[src/sv/gwsc_pkg.sv]
package gwsc_pkg;

    // field widths fixed by the interface
    localparam int CH_W       = 8;
    localparam int TOTAL_W    = 24;
    localparam int ROW_W      = 11;
    localparam int WORD_W     = 32;
    localparam int APB_DATA_W = 32;
    localparam int PADDR_W    = 3;

    // one line store entry holds the three previous rows of a column
    localparam int ROWS_BACK = 3;
    localparam int ENTRY_W   = ROWS_BACK * CH_W;

    localparam logic [TOTAL_W-1:0] TOTAL_MAX       = '1;
    localparam logic [ROW_W-1:0]   ROW_WIDTH_RESET = ROW_W'(1024);
    localparam logic [WORD_W-1:0]  TARGET_RESET    = 32'h584D_4153;

    // register map, selected by paddr bit 2
    typedef enum logic {
        REG_ROW_WIDTH   = 1'b0,
        REG_TARGET_WORD = 1'b1
    } reg_idx_t;

    typedef struct packed {
        logic [ROW_W-1:0]  row_width;
        logic [WORD_W-1:0] target_word;
    } gwsc_cfg_t;

endpackage

[src/sv/gwsc_regs.sv]
module gwsc_regs import gwsc_pkg::*; (
    input  logic                  clk,
    input  logic                  rst_n,
    input  logic                  psel,
    input  logic                  penable,
    input  logic                  pwrite,
    input  logic [PADDR_W-1:0]    paddr,
    input  logic [APB_DATA_W-1:0] pwdata,
    output logic [APB_DATA_W-1:0] prdata,
    output logic                  pready,
    output gwsc_cfg_t             cfg
);

    gwsc_cfg_t cfg_reg;
    reg_idx_t  sel_idx;
    logic      wr_stb;

    assign sel_idx = reg_idx_t'(paddr[PADDR_W-1]);
    assign wr_stb  = psel && penable && pwrite;
    assign pready  = 1'b1;

    // write on the access phase
    always_ff @(posedge clk or negedge rst_n)
    begin
        if (!rst_n)
        begin
            cfg_reg.row_width   <= ROW_WIDTH_RESET;
            cfg_reg.target_word <= TARGET_RESET;
        end
        else if (wr_stb)
        begin
            unique case (sel_idx)
                REG_ROW_WIDTH:   cfg_reg.row_width   <= pwdata[ROW_W-1:0];
                REG_TARGET_WORD: cfg_reg.target_word <= pwdata[WORD_W-1:0];
                default:         ;
            endcase
        end
    end

    // read mux
    always_comb
    begin
        unique case (sel_idx)
            REG_ROW_WIDTH:   prdata = APB_DATA_W'(cfg_reg.row_width);
            REG_TARGET_WORD: prdata = APB_DATA_W'(cfg_reg.target_word);
            default:         prdata = '0;
        endcase
    end

    assign cfg = cfg_reg;

endmodule

[config.mk]
export PLATFORM = sky130hd
export DESIGN_NAME = gwsc_regs
export DESIGN_NICKNAME = d
export VERILOG_FILES = /design/src/sv/gwsc_pkg.sv /design/src/sv/gwsc_regs.sv
export SDC_FILE = /design/constraint.sdc
export NUM_CORES = 1
export LEC_CHECK = 0
export BUFFER_PORTS_ARGS = -buffer_cell sky130_fd_sc_hd__buf_2
export CORE_MARGIN = 2
export CORE_UTILIZATION = 44
export DETAILED_ROUTE_END_ITERATION = 10
export PLACE_DENSITY = 0.8
export SYNTH_ARGS = -nofsm -noshare
export SYNTH_HDL_FRONTEND = slang
export SYNTH_SLANG_ARGS = --single-unit
[constraint.sdc]
create_clock -name clk -period 1.3 [get_ports clk]
set_input_delay 0.26 -clock clk [delete_from_list [all_inputs] [get_ports clk]]
set_output_delay 0.26 -clock clk [all_outputs]
set_load 0.05 [all_outputs]
# Word level (Yosys, flattened, before mapping)
# Index checks and enable logic that the tools add are counted.
dict set report word_totals {
  in_bits 40
  elab_cells 8
  register_bits 43
  latchBits 0
  rom_bits 0
  output_inout_bits 76
  ramBits 0
  memories 0
}
dict set report op_classes {
  shift 0
  n_div 0
  n_lt_le_gt_ge 0
  eq_ne 0
  n_reduce_logical 4
  bitwise 1
  mux 1
  multipliers 0
  n_addsub 0
}
# cell n
set ops {}
lappend ops {{one-hot mux 32 bit (2 select lines)} 1}
lappend ops {{AND reduction 2 bit} 2}
lappend ops {{logical AND 1 bit} 2}
lappend ops {{inverter 1 bit} 1}

# Logic depth before layout (Yosys ltp)
# Gate-level depths: netlist of the first run.
dict set report depth {
  depth_word 3
  depth_mapped 4
  depth_no_buf 2
}

# Worst setup path after synthesis of the first run
# No wires, ideal clock.
dict set report synth_timing {
  path_kind {reg-to-output}
  from {register cfg_reg (netlist bit cfg[14])}
  to {output port prdata[14]}
  path_slack_ns -0.110
  t_required_ns 1.040
  path_stages_with_launch 2
  arrival_ns 1.150
  cell_sequence {dfstp_2 > and2_1}
}
dict set report synth_via {
  elab_chain_cells 1
}
# element line
set synth_rtl {}
lappend synth_rtl {{start, declared} gwsc_regs.sv:14} ;# gwsc_cfg_t cfg_reg;
lappend synth_rtl {{one-hot mux 32 bit (2 select lines)} gwsc_regs.sv:43} ;# unique case (sel_idx)
lappend synth_rtl {{end, declared} gwsc_regs.sv:9} ;# output logic [APB_DATA_W-1:0] prdata,
# No other way between the ends.

# Final worst setup path of the first run
dict set report layout_timing {
  from {register cfg_reg (netlist bit cfg[42])}
  to {output port prdata[10]}
}
# The elaborated chain is that of the path after synthesis.

==> impl_results.md, run 1 <==
- Fin. Hold Viols: 0
- Number of buffers created by CTS: 5
- VDD IR-drop max: between 1000 and 1500 uV
- Site Rows: 24
- Placed Instances: 290
- Post-synthesis average cell area: around 16 sq um
- Post-synth cell types: 12
- Synth top area cells: dfrtp_1, mux2_4, dfstp_2
- Initial Util: 0.4659
- Most frequent cells after synthesis: mux2_4, dfrtp_1, mux2_2, and2_1, dfstp_2
- Syn. warnings: 0
- Clock Latency Late Sink: about 280 ps
- Initial antenna violation count: 0
- Synthesized flop and latch total: 43
- Simple-Gate Fraction of Synth Area: 0.08520
- Mapped Area: about 0.0021 sq mm
- Fin Clk Skew: 0 ps
- H-tree depth: 2
- PortBufs: between 100 and 150
- Number of max-cap violations: 0
- Predominant post-synthesis flop cell: dfrtp_1
- Clk sinks: between 40 and 50
- Worst setup SP type: flop
- Failing checks: setup timing
- Largest net degree at the start of global routing: 44
- Leak: approximately 0.0018 uW
- Slowest cell delay on critical path: 560 ps
- Worst Path Buf+Inv: 1
- GRT overflow: 0
- CP max-delay cell: dfstp_2
- CP endpoint kind: output port
- CTS tree: done
- CTS Root Buffer Type: clkbuf_8
- CP top delay family: flip-flops
- Max clock buf depth: 2
- Post-Synth XOR/XNOR Area: 0
- Area share of the largest cell type after synthesis: 0.3505
- Fin nets: about 310
- RSZ-0062 raised after global routing: true
- WL/cell: about 18 um
- Pwr per Cell Area: roughly 1900 mW/mm^2
- Final GP Congestion: 0.6939
- IO Pins: between 100 and 150
- Compound-Gate Fraction of Synth Area: 0
- Layout area overhead: 69.61%
- Maximum fanout along the worst path: 3
- Vias in the first global route: between 1500 and 2000
- Initial DRC count: 89
- Area leader, netlist: dfrtp_1
- Finished Layout Cells: ~330
- Drt total wl: 5812 um
- DP HPWL: around 3100 um
- Slew Limit Fails: 0
- Crit path cell chain: mux2_4 -> buf_8
- Post-synth net total: 170
- Die W: around 73 um
- Crit path time final: 1413 ps
- Largest register FFs: 43
- Number of vias per cell: ~5
- Synth Area in Adders: 0
- WS Path Type: reg -> out
- Final period utilization: 1.087
- GRT Total Usage: 0.1940
- Ant diodes: 0
- Hold crit path type: in -> reg
- Status: finished, violations left
- EDFF count, synth: 0
- Async SR Flop Fraction: 1.000
- Largest family of logic cells by synthesized area: multiplexers
- First-pass GRT wire length: just under 8000 um
- Pre-CTS setup slack: -66.60 ps
- Routed Antenna Nets: 0
- Post-synthesis mux area share: 0.3480
- Core Footprint: about 0.0044 sq mm
- Clock slew at reported path FFs: ~80 ps
- TNS Setup: -1809 ps
- Syn Inst Count: 130
- Die ar.: 0.005271 sq mm
- Final worst slack: -113.2 ps
- # setup viols final: 22
- Critical Path RT: around 1000 ps
- Routed vias: 1592
- Layout cell share with drive strength beyond 1: 0.8828
- DRC Markers: 0
- DRT Pass-1 Iters: 4
- DIE HEIGHT: 72.60 um
- Data arrival, critical path: 1150 ps
- Sequential area share after synthesis: 0.5281
- Most numerous cell in the Yosys netlist: mux2_4
- Highest Clock Rate: just over 0.7 GHz
repair_timing:
item / 4_1_cts / 5_1_grt
resized for setup: 111 / 47
hold endpoints to repair: 29 / 0
endpoints found under the setup margin: 46 / 50
hold buffers: 1 / 0
pin swaps: 1 / 1
buffers inserted: 13 / 13
cell type report:
class                   instances  area (sq um)
flip-flops and latches         43          1094
well taps                      52         65.06
clock buffers                   8         100.1
fillers                       247         932.1
multi-input cells              78         980.9
repair buffers                144          1272
power by group:
| part | leakage (uW) | switching (uW) | total, uW | internal (uW) |
|---|---|---|---|---|
| Clock | 0.0000515 | 429 | 915 | 485 |
| Combinational | 0.00130 | 2290 | 3890 | 1610 |
| Sequential | 0.000495 | 256 | 1960 | 1710 |
stage by stage:
| step | utilization | hold slack [ps] | instance area [sq um] | power, uW |
|---|---|---|---|---|
| floorplan | - | -35.59 | 2108 | 4240 |
| global placement | 0.6205 | 251.8 | 2758 | 4841 |
| detailed placement | 0.6205 | 251.7 | 2758 | 4884 |
| CTS | 0.7421 | 197.7 | 3298 | 6410 |
| global route | 0.7903 | 191.7 | 3512 | 7010 |
| finish | 0.7903 | 204.7 | 3512 | 6774 |
metal layers:
metal	vias to the layer above	track usage	part of all wire
li1	727	-	-
met1	783	0.2339	0.40
met2	78	0.3545	0.54
met3	4	0.04972	0.060
met4	0	0.03086	0.0062
met5	-	0	0
cells by family after synthesis:
family / Yosys count
flops: 43
buf+inv: 9
other cells: 1
simple gates: 23
mux: 54
cells in the final DEF, fill, tap and decap left out:
master,count
buf_2,59
mux2_4,38
buf_4,35
dfrtp_1,29
buf_8,29
and2_4,19
mux2_2,16
buf_6,15
dfstp_2,14
clkbuf_8,7
buf_12,5
and2_2,2
nand4b_4,1
nand4_4,1
conb_1,1
clkbuf_1,1
dlygate4sd3_1,1
path summary, 6_finish.rpt:
| kind | slack, ps | start | cells past startpoint | end |
|---|---|---|---|---|
| worst max-delay path | -110 | cfg[42]$_DFFE_PN1P_ | 2 | prdata[10] |
| worst min-delay path | 200 | pwdata[17] | 2 | cfg[17]$_DFFE_PN0P_ |
| worst max register to register | 270 | cfg[11]$_DFFE_PN0P_ | 3 | cfg[11]$_DFFE_PN0P_ |
| worst min register to register | 540 | cfg[38]$_DFFE_PN0P_ | 1 | cfg[38]$_DFFE_PN0P_ |
| max in group asynchronous | 550 | rst_n | 3 | cfg[8]$_DFFE_PN1P_ |
| min in group asynchronous | 480 | rst_n | 3 | cfg[31]$_DFFE_PN0P_ |
Power figures use the tool's default switching activity.
==> inputs of run 2 (changes only) <==
Clock period 1.3 ns to 1.5 ns, I/O delays scaled along.
==> impl_results.md, run 2 (same netlist as run 1, synthesis figures left out) <==
- CTS Root Buffer Type: clkbuf_8
- Fillers: between 300 and 400
- Vias in the first global route: approximately 1500
- CP endpoint kind: output port
- Layout cell share with drive strength beyond 1: 0.7903
- Initial antenna violation count: 0
- Leading cell type in the layout, fill and taps excluded: buf_2
- Largest register FFs: 43
- TNS Setup: 0 ps
- Data arrival, critical path: ~1200 ps
- Slew Limit Fails: 0
- DP HPWL: roughly 3200 um
- GRT overflow: 0
- DRT Pass-1 Iters: 4
- IO Pins: between 100 and 150
- Worst setup SP type: flop
- Max clock buf depth: 2
- Fin Clk Skew: 0 ps
- Drt total wl: ~4400 um
- Final GP Congestion: 0.6781
- Crit path time final: about 1500 ps
- Hold crit path type: in -> reg
- Site Rows: 24
- Area of the multi-input gates: around 900 sq um
- WL/cell: 14.64 um
- Die ar.: between 0.005 and 0.006 sq mm
- RSZ-0062 raised after global routing: false
- Number of buffers created by CTS: 5
- Clock Latency Late Sink: 290 ps
- Highest Clock Rate: between 0.6 and 0.7 GHz
- GRT Total Usage: 0.1717
- Status: finished, final reports clean
- Layout area overhead: 39.03%
- Number of vias per cell: 4.983
- Final Cell Area: around 0.0029 sq mm
- Routed Antenna Nets: 0
- Leak: around 0.0016 uW
- First-pass GRT wire length: ~7000 um
- Largest net degree at the start of global routing: 44
- WS Path Type: reg -> out
- Critical Path RT: approximately 1200 ps
- Fin. Hold Viols: 0
- Fin nets: between 200 and 300
- H-tree depth: 2
- Pre-CTS setup slack: roughly 34 ps
- Initial DRC count: 39
- Initial Util: 0.4659
- Ant diodes: 0
- Maximum fanout along the worst path: 3
- Post CTS Setup Buffer Count: 0
- Routed vias: ~1500
- Commonest non-fill, non-tap cells in the layout: buf_2, mux2_4, dfrtp_1
- Final worst slack: 34.80 ps
- PortBufs: 112
- Number of max-cap violations: 0
- Clk sinks: between 40 and 50
- # setup viols final: 0
- Die W: approximately 73 um
- Post-placement cell area: around 0.0027 sq mm
- Pwr per Cell Area: about 1700 mW/mm^2
- Clock slew at reported path FFs: about 80 ps
- DIE HEIGHT: around 73 um
- CTS tree: done
- Final period utilization: 0.9768
- VDD IR-drop max: 1112 uV
- DRC Markers: 0
- FF+latch area: 0.001094 sq mm
- Core Footprint: between 0.004 and 0.005 sq mm
[run 2: changes by cell type in the layout (fill, tap and decap cells not counted), moves of 3 or more]
| cell | change |
|---|---|
| buf_2 | +36 |
| mux2_4 | -8 |
| and2_4 | -19 |
| buf_4 | -21 |
| buf_8 | -29 |
| buf_6 | -11 |
| and2_1 | +21 |
| mux2_2 | +8 |
| clkinv_2 | +3 |
[run 2: worst paths after layout]
kind	endpoint	slack, ps	depth (start not counted)	startpoint
max	prdata[7]	30	2	cfg[7]$_DFFE_PN0P_
min	cfg[29]$_DFFE_PN0P_	230	2	pwdata[29]
max reg2reg	cfg[15]$_DFFE_PN0P_	710	1	cfg[15]$_DFFE_PN0P_
min reg2reg	cfg[31]$_DFFE_PN0P_	530	1	cfg[31]$_DFFE_PN0P_
max in group asynchronous	cfg[6]$_DFFE_PN1P_	700	3	rst_n
min in group asynchronous	cfg[15]$_DFFE_PN0P_	540	3	rst_n
[run 2: stage by stage]
stage	util	hold WS, ps	total power [uW]	cells
after detailed placement	0.6137	304.8	4206	291
after CTS	0.6427	223.9	4965	300
after global placement	0.6137	291.9	4171	291
final	0.6478	233.1	4958	300
after floorplan	-	4.409	3640	130
after global routing	0.6478	223.2	5168	300
[run 2: layout make-up]
cell class                      instances  area share
Sequential cell                        43      0.3798
Multi-Input combinational cell         78      0.3129
Timing Repair Buffer                  119      0.2555
Clock buffer                            5     0.02390
Tap cell                               52     0.02260
Clock inverter                          3    0.005215
[run 2: metal layers]
layer	vias up	GRT usage	wire length, um	part of all wire
li1	677	-	-	-
met1	724	0.2049	1763	0.40
met2	84	0.2960	2145	0.49
met3	10	0.04834	410	0.093
met4	0	0.06173	72	0.016
met5	-	0	0	0
[run 2: repair_timing]
| action | 4_1_cts | 5_1_grt |
|---|---|---|
| hold buffers | 1 | 0 |
| gates cloned | 0 | 0 |
| endpoints found under the setup margin | 14 | 7 |
| gates resized for setup | 14 | 10 |
| hold endpoints to repair | 29 | 0 |
[run 2: critical path: stages (launching register included)]
cell	delay [ps]
dfrtp_1	410
mux2_2	260
buf_2	210
[run 2: report_power, final]
part / switching, uW / internal (uW) / total [uW] / leakage (uW)
combinational: 1810 / 787 / 2600 / 0.00101
clock: 377 / 319 / 695 / 0.0000477
sequential: 187 / 1480 / 1660 / 0.000495
==> inputs of run 3 (changes only) <==
Settings changed: SETUP_SLACK_MARGIN set to 0.15.
==> impl_results.md, run 3 (same netlist as run 1, synthesis figures left out) <==
- Status: finished, final reports clean
- Number of buffers created by CTS: 5
- Crit path time final: 1450 ps
- Worst setup SP type: flop
- GRT Total Usage: 0.1902
- Site Rows: 24
- Ant diodes: 0
- Area of the multi-input gates: 977.2 sq um
- Core Footprint: ~0.0044 sq mm
- Final GP Congestion: between 0.6 and 0.7
- WS Path Type: reg -> out
- Clk sinks: 43
- Die W: 72.60 um
- FF+latch area: around 0.0011 sq mm
- Initial DRC count: 45
- Vias in the first global route: approximately 1500
- Fin nets: 308
- Maximum fanout along the worst path: 3
- GRT overflow: 0
- First-pass GRT wire length: between 7000 and 8000 um
- Fin Clk Skew: 0 ps
- PortBufs: between 100 and 150
- Slew Limit Fails: 0
- Layout cell share with drive strength beyond 1: 0.8773
- Pwr per Cell Area: between 1500 and 2000 mW/mm^2
- WL/cell: around 17 um
- DRC Markers: 0
- Leading cell type in the layout, fill and taps excluded: buf_2
- Largest net degree at the start of global routing: 44
- Initial antenna violation count: 0
- H-tree depth: 2
- Data arrival, critical path: between 1000 and 1500 ps
- Max clock buf depth: 2
- Die ar.: ~0.0053 sq mm
- Clock Latency Late Sink: around 290 ps
- Hold crit path type: in -> reg
- Fin util: 0.7683
- Fillers: between 200 and 300
- DRT Pass-1 Iters: 2
- Post-placement cell area: between 0.002 and 0.003 sq mm
- Number of vias per cell: approximately 4.8
- DP HPWL: around 3100 um
- Largest register FFs: 43
- Leak: about 0.0018 uW
- Layout area overhead: 64.89%
- Drt total wl: roughly 5300 um
- Routed Antenna Nets: 0
- Fin. Hold Viols: 0
- CTS Root Buffer Type: clkbuf_8
- Final period utilization: 0.9667
- Initial Util: 0.4659
- Final Cell Area: 0.003415 sq mm
- # setup viols final: 0
- VDD IR-drop max: roughly 1000 uV
- RSZ-0062 raised after global routing: true
- Highest Clock Rate: 0.6896 GHz
- CTS tree: done
- Final worst slack: approximately 50 ps
- Critical Path RT: 1200 ps
- DIE HEIGHT: approximately 73 um
- Pre-CTS setup slack: -32.46 ps
- Clock slew at reported path FFs: 80 ps
- IO Pins: about 120
- Number of max-cap violations: 0
- Commonest non-fill, non-tap cells in the layout: buf_2, mux2_4, buf_4
- CP endpoint kind: output port
- Routed vias: ~1600
run 3: metrics by stage:
step / hold slack [ps] / cells / setup TNS, ps / total power (uW)
after detailed placement: 291.6 / 291 / -175.2 / 4211
after global placement: 292.0 / 291 / -100.8 / 4175
after global routing: 237.7 / 321 / 0 / 5828
after floorplan: 4.409 / 130 / 0 / 3660
final: 244.5 / 321 / 0 / 5638
after CTS: 236.3 / 312 / 0 / 5427
run 3: power breakdown:
group | internal, uW | total, uW | leakage [uW] | switching, uW
sequential | 1480 | 1700 | 0.000495 | 215
combinational | 1300 | 3250 | 0.00126 | 1940
clock | 327 | 694 | 0.0000422 | 367
total | 3110 | 5640 | 0.00180 | 2530
run 3: final cells by class:
type	count	share of cell area
Tap cell	52	0.01905
Clock buffer	7	0.02235
Timing Repair Buffer	140	0.3507
Multi-Input combinational cell	78	0.2862
Clock inverter	1	0.001466
Sequential cell	43	0.3203
run 3: worst paths after layout:
| path | start | endpoint | slack, ps | cells after the start |
|---|---|---|---|---|
| setup reg to reg | cfg[20]$_DFFE_PN0P_ | cfg[20]$_DFFE_PN0P_ | 450 | 3 |
| min in group asynchronous | rst_n | cfg[15]$_DFFE_PN0P_ | 510 | 3 |
| hold reg to reg | cfg[34]$_DFFE_PN0P_ | cfg[34]$_DFFE_PN0P_ | 530 | 1 |
| setup / recovery | cfg[8]$_DFFE_PN1P_ | prdata[8] | 50 | 2 |
| max in group asynchronous | rst_n | cfg[4]$_DFFE_PN1P_ | 710 | 3 |
| hold / removal | pwdata[15] | cfg[15]$_DFFE_PN0P_ | 240 | 2 |
run 3: layer usage:
layer / global-route usage / vias to the layer above / wire, um
met2: 0.3444 / 75 / 2769
met3: 0.03453 / 2 / 332
met1: 0.2386 / 762 / 2197
met5: 0 / - / 0
li1: - / 716 / -
met4: 0.03704 / 0 / 13
run 3: what timing repair did:
item	in CTS	in global routing
buffers inserted	12	9
setup endpoints to repair	46	45
hold endpoints to repair	29	0
resized for setup	111	34
hold buffers	1	0
pin swaps	1	0
cloned	0	0
run 3: critical path: stages (launching register included):
cell	delay [ps]
dfstp_2	560
mux2_4	160
buf_8	140
